**config.mk**
```make
export PLATFORM = sky130hd
export DESIGN_NAME = side_wall_mode_classifier
export DESIGN_NICKNAME = d
export VERILOG_FILES = /design/src/rtl/core/swmc_pkg.sv /design/src/rtl/core/swmc_lane.sv /design/src/rtl/core/swmc_merge.sv /design/src/rtl/core/side_wall_mode_classifier.sv
export SDC_FILE = /design/constraint.sdc
export NUM_CORES = 1
export LEC_CHECK = 0
export BUFFER_PORTS_ARGS = -buffer_cell sky130_fd_sc_hd__clkbuf_2
export CORE_MARGIN = 2
export CORE_UTILIZATION = 55
export DETAILED_ROUTE_END_ITERATION = 8
export GPL_ROUTABILITY_DRIVEN = 0
export MAX_ROUTING_LAYER = met4
export PLACE_DENSITY = 0.72
export SLEW_MARGIN = 40
export SYNTH_ARGS = -nofsm -noshare
export SYNTH_HDL_FRONTEND = slang
export SYNTH_SLANG_ARGS = --single-unit
```
**constraint.sdc**
```tcl
create_clock -name clk -period 8.65 [get_ports clk]
set_clock_uncertainty 0.2 [all_clocks]
set_input_delay 1.73 -clock clk [delete_from_list [all_inputs] [get_ports clk]]
set_output_delay 1.73 -clock clk [all_outputs]
set_load 0.01 [all_outputs]
```
**src/rtl/core/swmc_pkg.sv**
```systemverilog
// Package for the side wall mode classifier: word types, register indexes,
// mode codes and the widths derived from the window length and sample width.
// Depends on nothing; every file of the block refers to it by scoped names.
package swmc_pkg;

  // Moving window length in words, and the number of significant sample bits.
  localparam int WINDOW      = 8;
  localparam int SAMPLE_BITS = 12;

  // Fixed widths of the port fields.
  localparam int FIELD_BITS = 12;
  localparam int REG_BITS   = 12;
  localparam int THR_BITS   = 13;

  // Samples are taken in their low SAMPLE_BITS bits, never wider than the field.
  localparam int SAMPLE_W   = (SAMPLE_BITS < FIELD_BITS) ? SAMPLE_BITS : FIELD_BITS;
  localparam int WIN_LOG    = $clog2(WINDOW);
  localparam int POS_BITS   = (WINDOW > 1) ? WIN_LOG : 1;
  localparam int SUM_BITS   = SAMPLE_W + WIN_LOG;
  localparam int LIMIT_BITS = REG_BITS + WIN_LOG;
  localparam int CMP_BITS   = (SUM_BITS > LIMIT_BITS) ? SUM_BITS : LIMIT_BITS;
  localparam logic [POS_BITS-1:0] POS_LAST = POS_BITS'(WINDOW - 1);
  localparam logic [SUM_BITS-1:0] SUM_MAX  =
    SUM_BITS'(WINDOW * ((1 << SAMPLE_W) - 1));

  // Configuration register indexes.
  localparam int IDX_BITS = 2;
  localparam logic [IDX_BITS-1:0] REG_CHANGE_THRESHOLD = 2'd0;
  localparam logic [IDX_BITS-1:0] REG_BASE_THRESHOLD   = 2'd1;
  localparam logic [IDX_BITS-1:0] REG_THRESHOLD_EXTRA  = 2'd2;

  // Wall mode codes.
  localparam logic [1:0] MODE_NONE  = 2'd0;
  localparam logic [1:0] MODE_LEFT  = 2'd1;
  localparam logic [1:0] MODE_RIGHT = 2'd2;
  localparam logic [1:0] MODE_BOTH  = 2'd3;

  typedef struct packed {
    logic [FIELD_BITS-1:0] left_sample;
    logic [FIELD_BITS-1:0] right_sample;
  } in_word_t;

  typedef struct packed {
    logic [1:0]          wall_mode;
    logic [THR_BITS-1:0] left_threshold;
    logic [THR_BITS-1:0] right_threshold;
  } out_word_t;

  typedef struct packed {
    logic [REG_BITS-1:0] change_threshold;
    logic [REG_BITS-1:0] base_threshold;
    logic [REG_BITS-1:0] threshold_extra;
  } cfg_t;

  // What one lane hands to the merge stage.
  typedef struct packed {
    logic [SAMPLE_W-1:0] sample;
    logic [SUM_BITS-1:0] change_sum;
  } lane_t;

endpackage

```
**src/rtl/core/swmc_lane.sv**
```systemverilog
// One side lane of the side wall mode classifier: previous sample, change
// ring and running change sum, with a registered result for the merge stage.
// Depends on swmc_pkg.
module swmc_lane (
  input  logic                            clk,
  input  logic                            rst,
  input  logic                            load,
  input  logic [swmc_pkg::POS_BITS-1:0]   pos,
  input  logic [swmc_pkg::FIELD_BITS-1:0] sample,
  output swmc_pkg::lane_t                 result
);

  logic [swmc_pkg::SAMPLE_W-1:0] previous;
  logic [swmc_pkg::SAMPLE_W-1:0] ring [swmc_pkg::WINDOW];
  logic [swmc_pkg::SUM_BITS-1:0] change_sum;
  logic [swmc_pkg::SAMPLE_W-1:0] sample_cut;
  logic [swmc_pkg::SAMPLE_W-1:0] change;
  logic [swmc_pkg::SUM_BITS-1:0] change_sum_next;

  assign sample_cut = sample[swmc_pkg::SAMPLE_W-1:0];
  assign change     = (sample_cut >= previous) ? (sample_cut - previous)
                                               : (previous - sample_cut);
  // The oldest change leaves the window as the new one enters.
  assign change_sum_next = change_sum - swmc_pkg::SUM_BITS'(ring[pos])
                         + swmc_pkg::SUM_BITS'(change);

  always_ff @(posedge clk) begin
    if (rst) begin
      previous   <= '0;
      change_sum <= '0;
      for (int k = 0; k < swmc_pkg::WINDOW; k++) begin
        ring[k] <= '0;
      end
    end else if (load) begin
      previous   <= sample_cut;
      change_sum <= change_sum_next;
      ring[pos]  <= change;
    end
  end

  always_ff @(posedge clk) begin
    if (load) begin
      result.sample     <= sample_cut;
      result.change_sum <= change_sum_next;
    end
  end

endmodule

```
**src/rtl/core/swmc_merge.sv**
```systemverilog
// Merge stage of the side wall mode classifier: per-side threshold choice
// and the combined wall mode from both lanes' results.
// Depends on swmc_pkg.
module swmc_merge (
  input  swmc_pkg::cfg_t      cfg,
  input  swmc_pkg::lane_t     left_lane,
  input  swmc_pkg::lane_t     right_lane,
  output swmc_pkg::out_word_t word
);

  logic [swmc_pkg::CMP_BITS-1:0] limit;
  logic [swmc_pkg::THR_BITS-1:0] base_wide;
  logic [swmc_pkg::THR_BITS-1:0] raised;
  logic                          left_fast;
  logic                          right_fast;
  logic                          left_wall;
  logic                          right_wall;
  logic [1:0]                    mode;

  // A side's average change is above the threshold when its sum exceeds
  // change_threshold times the window length.
  assign limit      = swmc_pkg::CMP_BITS'(cfg.change_threshold)
                    * swmc_pkg::CMP_BITS'(swmc_pkg::WINDOW);
  assign left_fast  = swmc_pkg::CMP_BITS'(left_lane.change_sum) > limit;
  assign right_fast = swmc_pkg::CMP_BITS'(right_lane.change_sum) > limit;

  assign base_wide = swmc_pkg::THR_BITS'(cfg.base_threshold);
  assign raised    = base_wide + swmc_pkg::THR_BITS'(cfg.threshold_extra);

  assign word.left_threshold  = left_fast  ? raised : base_wide;
  assign word.right_threshold = right_fast ? raised : base_wide;

  assign left_wall  = swmc_pkg::THR_BITS'(left_lane.sample)  > word.left_threshold;
  assign right_wall = swmc_pkg::THR_BITS'(right_lane.sample) > word.right_threshold;

  always_comb begin
    case ({left_wall, right_wall})
      2'b11:   mode = swmc_pkg::MODE_BOTH;
      2'b10:   mode = swmc_pkg::MODE_LEFT;
      2'b01:   mode = swmc_pkg::MODE_RIGHT;
      default: mode = swmc_pkg::MODE_NONE;
    endcase
  end

  assign word.wall_mode = mode;

endmodule

```
**src/rtl/core/side_wall_mode_classifier.sv**
```systemverilog
// Top level of the side wall mode classifier: configuration registers, ring
// position, two side lanes, the merge stage and the output register.
// Depends on swmc_pkg, swmc_lane and swmc_merge.
//
//   channel   direction  handshake                    word
//   sample    in         sample_valid / sample_stall  in_word_t (left, right)
//   result    out        result_valid / result_stall  out_word_t (mode, thresholds)
//   cfg       in         cfg_write                    cfg_index, cfg_data
//
// One word is accepted per cycle while sample_stall is low; each result passes
// through the lane stage, then the output register after the merge.
// The running sums make each word one subtract, add and compare.
// Synchronous reset clears the previous samples, change rings, sums, ring
// position, configuration registers and both stage valid flags.
// A stalled result holds; the lane stage still takes one more word behind it.
module side_wall_mode_classifier (
  input  logic                            clk,
  input  logic                            rst,
  input  logic                            sample_valid,
  output logic                            sample_stall,
  input  swmc_pkg::in_word_t              sample_word,
  output logic                            result_valid,
  input  logic                            result_stall,
  output swmc_pkg::out_word_t             result_word,
  input  logic                            cfg_write,
  input  logic [swmc_pkg::IDX_BITS-1:0]   cfg_index,
  input  logic [swmc_pkg::REG_BITS-1:0]   cfg_data
);

  swmc_pkg::cfg_t                cfg;
  logic [swmc_pkg::POS_BITS-1:0] pos;
  logic [swmc_pkg::POS_BITS-1:0] pos_next;
  logic                          lane_valid;
  logic                          accept;
  logic                          out_load;
  swmc_pkg::lane_t               left_lane;
  swmc_pkg::lane_t               right_lane;
  swmc_pkg::out_word_t           merged;

  // Configuration writes; an index beyond the register list is dropped.
  always_ff @(posedge clk) begin
    if (rst) begin
      cfg <= '0;
    end else if (cfg_write) begin
      case (cfg_index)
        swmc_pkg::REG_CHANGE_THRESHOLD: cfg.change_threshold <= cfg_data;
        swmc_pkg::REG_BASE_THRESHOLD:   cfg.base_threshold   <= cfg_data;
        swmc_pkg::REG_THRESHOLD_EXTRA:  cfg.threshold_extra  <= cfg_data;
        default: ;
      endcase
    end
  end

  // The output register takes the lane word whenever it is empty or being drained; the lane
  // stage refills whenever it is empty or passing its word on.
  assign out_load     = lane_valid && (!result_valid || !result_stall);
  assign sample_stall = lane_valid && !out_load;
  assign accept       = sample_valid && !sample_stall;

  // Ring slot shared by both lanes, wrapping at the end of the window.
  assign pos_next = (pos == swmc_pkg::POS_LAST) ? '0 : pos + 1'b1;

  always_ff @(posedge clk) begin
    if (rst) begin
      pos          <= '0;
      lane_valid   <= 1'b0;
      result_valid <= 1'b0;
    end else begin
      if (accept) begin
        pos <= pos_next;
      end
      if (accept) begin
        lane_valid <= 1'b1;
      end else if (out_load) begin
        lane_valid <= 1'b0;
      end
      if (out_load) begin
        result_valid <= 1'b1;
      end else if (!result_stall) begin
        result_valid <= 1'b0;
      end
    end
  end

  swmc_lane u_left (
    .clk    (clk),
    .rst    (rst),
    .load   (accept),
    .pos    (pos),
    .sample (sample_word.left_sample),
    .result (left_lane)
  );

  swmc_lane u_right (
    .clk    (clk),
    .rst    (rst),
    .load   (accept),
    .pos    (pos),
    .sample (sample_word.right_sample),
    .result (right_lane)
  );

  swmc_merge u_merge (
    .cfg        (cfg),
    .left_lane  (left_lane),
    .right_lane (right_lane),
    .word       (merged)
  );

  always_ff @(posedge clk) begin
    if (out_load) begin
      result_word <= merged;
    end
  end

`ifndef SYNTHESIS
  // Input is held back only while the lane stage is occupied.
  assert property (@(posedge clk) disable iff (rst) sample_stall |-> lane_valid)
    else $error("sample stall raised with empty lane stage");

  // The ring position never leaves the window.
  assert property (@(posedge clk) disable iff (rst) pos <= swmc_pkg::POS_LAST)
    else $error("ring position outside window");

  // Each accepted word advances the ring position by one slot.
  assert property (@(posedge clk) disable iff (rst)
    accept |=> pos == $past(pos_next))
    else $error("ring position did not advance");

  // A lane word with a free output register reaches the output next cycle.
  assert property (@(posedge clk) disable iff (rst) out_load |=> result_valid)
    else $error("lane word lost on the way to the output");

  // Running sums stay within the window's largest possible total.
  assert property (@(posedge clk) disable iff (rst)
    lane_valid |-> (left_lane.change_sum <= swmc_pkg::SUM_MAX &&
                    right_lane.change_sum <= swmc_pkg::SUM_MAX))
    else $error("change sum out of range");
`endif

endmodule
```
# Word-level counts from Yosys, hierarchy flattened
# Memories as Yosys holds them, arrays and structs flattened. A register that Yosys moved wholly into a read port is not among the register bits.
# Index checks and enable logic that the tools add are counted.
# W data, S select, Z words.
# classes
muxes	25
eq_ne	7
reduce_logical	15
add_sub_neg	10
magnitude_cmp	6
# op_table
operator	n
$mux W12	4
$sub A12 B12 Y12	4
$add A15 B12 Y15	2
$gt A15 B15 Y1	2
$sub A15 B12 Y15	2
$gt A12 B13 Y1	2
$mux W13	2
$ge A12 B12 Y1	2
$reduce_or A12 Y1	2
$mux W3	7
$add A12 B12 Y13	1
$mux W1	11
$eq A2 B2 Y1 const B	3
$pmux W2 S3	1
$reduce_and A2 Y1	3
$eq A2 B1 Y1 const B	2
$logic_not A1 Y1	4
$add A3 B1 Y3 const B	1
$eq A3 B3 Y1 const B	1
$logic_and A1 B1 Y1	3
$logic_not A2 Y1	1
$ne A2 B1 Y1 const B	1
$reduce_bool A2 Y1	1
$logic_or A1 B1 Y1	1
# totals
out_inout_bits	30
reg_bits	177
word_cells	82
input_bits	43
memories	2
ramBits	192
# mem_list
name	words	width	read_ports	rd_clocked_by_memory_dff	wr	line_no	rtl
u_left.ring	8	12	1	1	8	swmc_lane.sv:14	logic [swmc_pkg::SAMPLE_W-1:0] ring [swmc_pkg::WINDOW];
u_right.ring	8	12	1	1	8	swmc_lane.sv:14	

# Longest topological paths before layout
# depth
word_depth	12
ltp_mapped	23
mapped_depth_nobuf	22

# Hierarchy
# From an unflattened synthesis, not the netlist that was laid out.
# unflattened
cells_unflattened	1960
hier_area_um2	21426.8
# by_module_without_submodules
mod	area_per_inst_um2	seq_area_each_um2	cells_per_inst	n_inst
swmc_lane at u_right	8546.9	4234.1	791	1
swmc_lane at u_left	8323.0	4234.1	734	1
side_wall_mode_classifier	2358.5	1661.6	171	1
swmc_merge	2198.4	0.0	264	1

# Least setup slack after synthesis
# OpenSTA, ideal clock, no wires.
# synth_path
kind	input to register
from	input sample_word[12] (netlist name)
to	register u_left.change_sum[14] (netlist name)
stages	23
path_buffers	1
setup_time_ps	70
t_required_ps	8380
arrival_ps	6353
slack_ps	2027
path_cell_list	inv_1 ha_1 inv_1 fa_1 a21o_1 a21oi_1 a211oi_1 a211oi_1 o21ai_1 buf_2 mux2i_1 xnor2_1 inv_1 fa_1 ha_1 a21oi_1 o21ai_0 nor4b_1 nor4_1 a211oi_1 xnor2_1 or3_1 a21oi_1
# synth_via
elab_chain_cells	3
elab_cells_between_ends	5
# synth_lines
element	line_no	rtl
start, declared	side_wall_mode_classifier.sv:21	input swmc_pkg::in_word_t sample_word,
$sub A12 B12 Y12, or another cell as far along	swmc_lane.sv:22	: (previous - sample_cut);
$mux W12 (*)	swmc_lane.sv:21	assign change = (sample_cut >= previous) ? (sample_cut - previous)
named net u_left.change (one bit)	swmc_lane.sv:17	logic [swmc_pkg::SAMPLE_W-1:0] change;
$add A15 B12 Y15 (*)	swmc_lane.sv:25	+ swmc_pkg::SUM_BITS'(change);
end signal, assigned	swmc_lane.sv:36	change_sum <= change_sum_next;
end, declared	swmc_lane.sv:15	logic [swmc_pkg::SUM_BITS-1:0] change_sum;
# The timed path passes the listed nets; every way through them passes the cells marked *.
# A chain may end at the register's enable or synchronous reset.

# Worst setup path in the final report
# Same ends and word-level chain as after synthesis.

==> results.toml <==
[floorplanning]
core_region_area_um2 = 35700
pin_count = 73
die_width_um = 194
design.die.area_um2 = 37800
num_rows = 69
die_h_um = 194
starting_density_of_the_core_pct = 55.9

[final_layout]
syn2layout_area_growth_pct = 11.9
drive_gt1_share_pct = 14.3
finish.instance_area_um2 = 22300
n_antenna_cell = 0
final_nets = 2035
instances_no_fill = 2318

[synth]
post-synth-top-area-fraction_pct = 41.2
synth_area_per_cell_um2 = 11.4
synth_commonest_cells = "sky130_fd_sc_hd__edfxtp_1 (274), sky130_fd_sc_hd__nor2_1 (269), sky130_fd_sc_hd__inv_1 (139), sky130_fd_sc_hd__ha_1 (138), sky130_fd_sc_hd__nand2_1 (125)"
yosysSeqAreaShare_pct = 51.1
synth-compound-area-share_pct = 9.03
largest_family_of_logic_cells_by_synthesized_area = "adder cells"
synth-edff-count = 274
synth_simple_gate_area_share_pct = 11.2
synthAdderAreaFrac_pct = 11.6
netlist.top_cell.by_area = "sky130_fd_sc_hd__edfxtp_1"
share_of_flip_flops_with_an_asynchronous_set_or_reset_pct = 0
synth.lib_cells_used.distinct = 59
synth.cell_area_um2 = 19900
synth.most_common_cell = "sky130_fd_sc_hd__edfxtp_1"
synth_flop_cell = "sky130_fd_sc_hd__edfxtp_1"
synth-xor-area-share_pct = 2.68
muxShareOfSynthArea_pct = 10.5
synth_seq_cells = 372
post_synth_main_area_contributors = "sky130_fd_sc_hd__edfxtp_1 (41%), sky130_fd_sc_hd__dfxtp_1 (9.8%), sky130_fd_sc_hd__ha_1 (8.7%), sky130_fd_sc_hd__mux4_2 (5.4%), sky130_fd_sc_hd__nor2_1 (5.1%)"
netlist_instances = 1752
syn_nets = 1962
synthesis.yosys.warnings = 0

[placement]
dpl_worst_slack_ns = 1.19
dpl-instance-area_um2 = 20900
post-dp-hpwl_mm = 31.6
place.detailed.instances = 2241
port_buf_inserts = 72

[routing]
dr_total_vias = 13600
antenna_violating_nets_post_route = 0
highest-signal-layer = "met4"
first_iter_violations = 1135
post-route-drc-count = 10
detail_route.wl_per_cell_um = 20.6
dr_wl_met2_mm = 22.6
routedLengthMet1_mm = 20.8
dr.pass1.iters = 9
avgViaCountPerCell = 5.87
wirelength_mm = 47.7
met3_layer_wire_length_in_the_routed_design_mm = 3.11

[setup_path]
timing.critical_path.from_type = "input pin"
rr_startpoint = "u_left.previous[0]"
criticalPathCategory = "input pin to flop"
worst_ep_required_time_ns = 8.92
cp_data_arrival_time_ns = 7.31
timing.critical_path.from = "sample_word[12]"
critical_path.endpoint_type = "flop"
cp_max_fo = 11

[clock_network]
worst_skew_pair.late_latency_ns = 0.55
cts_hold_buf = 0
cts.reportedPaths.clkPinSlew_ns = 0.06
tritoncts_num_sinks = 372
clock_tree.buffer_depth = 3
cts_tree = "yes"
post-cts-setup-buffers = 0
cts_buffers = 40
clock_tree.htree_level_count = 2
clock_tree.root_cell = "sky130_fd_sc_hd__clkbuf_16"
cts_resized = 0

[min_path]
hold_path_class = "flop to flop"
hold_path.startpoint = "u_right.change_sum[0]"

[status]
result_of_the_run = "finished with violations"
violated_checks = "design-rule violations"

[pwr]
p_leak_nw = 9.29
power-per-cell-area_nw_per_um2 = 284
p_total_mw = 6.34
max-vdd-ir-drop_mv = 0.158

[timing]
tightest_slew_margin_relative_to_the_limit_pct = 42.0
worst_pin_slew_ns = 0.868
grt_setup_unrepaired = "false"
setup_ws_ns = 1.60
setup_viol = 0
layout_worst_path_cycle_share_pct = 81.5
report.final.slew_viol_count = 0
finalHoldViolCount = 0
fmax_ghz = 0.142
period_needed_ns = 7.05
finalSetupTns_ns = 0

[grt]
antenna_violations_before_repair = 0
grt_start_max_net_pins = 79
grt.total_usage_pct = 26.4
grt_overflow_total = 0
grt_first_pass_wirelength_mm = 75.7
number_of_global_route_vias_before_repair = 13800

[run]
cap_violations = 0
-- cell families after synthesis --
group | count (synthesis)
simple gates | 515
buf+inv | 211
compound gates | 286
fa+ha+maj | 167
flops | 372
mux | 146
xor+xnor | 55
-- critical path, cell delays in order --
cell,delay [ns]
sky130_fd_sc_hd__clkbuf_2,0.11
sky130_fd_sc_hd__inv_1,0.06
sky130_fd_sc_hd__ha_1,0.13
sky130_fd_sc_hd__inv_1,0.06
sky130_fd_sc_hd__fa_1,0.39
sky130_fd_sc_hd__a21o_1,0.20
sky130_fd_sc_hd__a21oi_1,0.29
sky130_fd_sc_hd__a211oi_1,0.13
sky130_fd_sc_hd__a211oi_1,0.34
sky130_fd_sc_hd__o21ai_2,0.32
sky130_fd_sc_hd__mux2i_1,0.21
sky130_fd_sc_hd__xnor2_1,0.64
sky130_fd_sc_hd__inv_1,0.13
sky130_fd_sc_hd__fa_1,0.46
sky130_fd_sc_hd__ha_1,0.40
sky130_fd_sc_hd__nand4_1,0.13
sky130_fd_sc_hd__nor3b_1,0.30
sky130_fd_sc_hd__nor4b_1,0.10
sky130_fd_sc_hd__nor4_1,0.38
sky130_fd_sc_hd__a211oi_1,0.11
sky130_fd_sc_hd__xnor2_1,0.18
sky130_fd_sc_hd__or3_1,0.34
sky130_fd_sc_hd__a21oi_1,0.18
-- where the power goes --
group	switching [mW]	internal (mW)	leakage, nW	total (mW)
Clock	0.733	1.04	0.661	1.78
Sequential	0.0918	2.21	3.58	2.30
Combinational	1.35	0.919	5.04	2.26
-- registers in the layout, indices dropped and copies added, names as in the netlist, named ones only --
signal and flops:
lane_valid 1, result_valid 1, u_right.change_sum 15, u_right.previous 12
cfg 36, u_left.change_sum 15, u_left.result 27, result_word 28
u_left.previous 12, pos 3, u_right.ring 96, u_right.result 27
u_left.ring 96
-- final cells by class --
class                      count  area [µm²]
fill                        2787       13300
sequential                   372       10200
multi-input combinational   1169        9030
clock buffer                  47        1030
timing repair buffer         103         647
tap                          461         577
inverter                     139         524
clock inverter                27         324
-- placed cells by master (no fill, tap or decap), drive strengths merged, types with 4 or more instances in the layout --
master   count
a2111oi      5
a211oi       9
a21o        48
a21oi      118
a221oi       6
a31oi        4
and4         6
buf         32
bufinv       6
clkbuf     118
clkinv      15
dfxtp       98
edfxtp     274
fa          29
ha         138
inv        143
mux2        20
mux2i       78
mux4        48
nand2      125
nand2b      20
nand3       20
nand4       14
nor2       270
nor2b       17
nor3        19
nor4         4
o211ai      11
o21a        17
o21ai       38
o21bai      12
xnor2       33
xor2        22
-- worst paths after layout --
check,endpoint,slack (ns),cells past startpoint
max,u_left.change_sum[14],1.60,23
min,u_right.change_sum[0],0.26,2
max reg2reg,u_left.change_sum[14],2.59,21
min reg2reg,u_right.change_sum[0],0.26,2
-- stage by stage --
stage,hold WS [ns],utilization (%)
3_3_place_gp,0.244,58.4
2_1_floorplan,0.236,-
5_1_grt,0.286,62.6
4_1_cts,0.262,62.5
6_report,0.263,62.6
3_5_place_dp,0.254,58.7
-- routing by layer --
metal / vias up / GRT usage (%)
li1: 6354 / -
met1: 6704 / 35.4
met2: 463 / 41.8
met3: 95 / 3.77
met5: - / -
met4: 0 / 8.49
(Power assumes the default switching activity.)
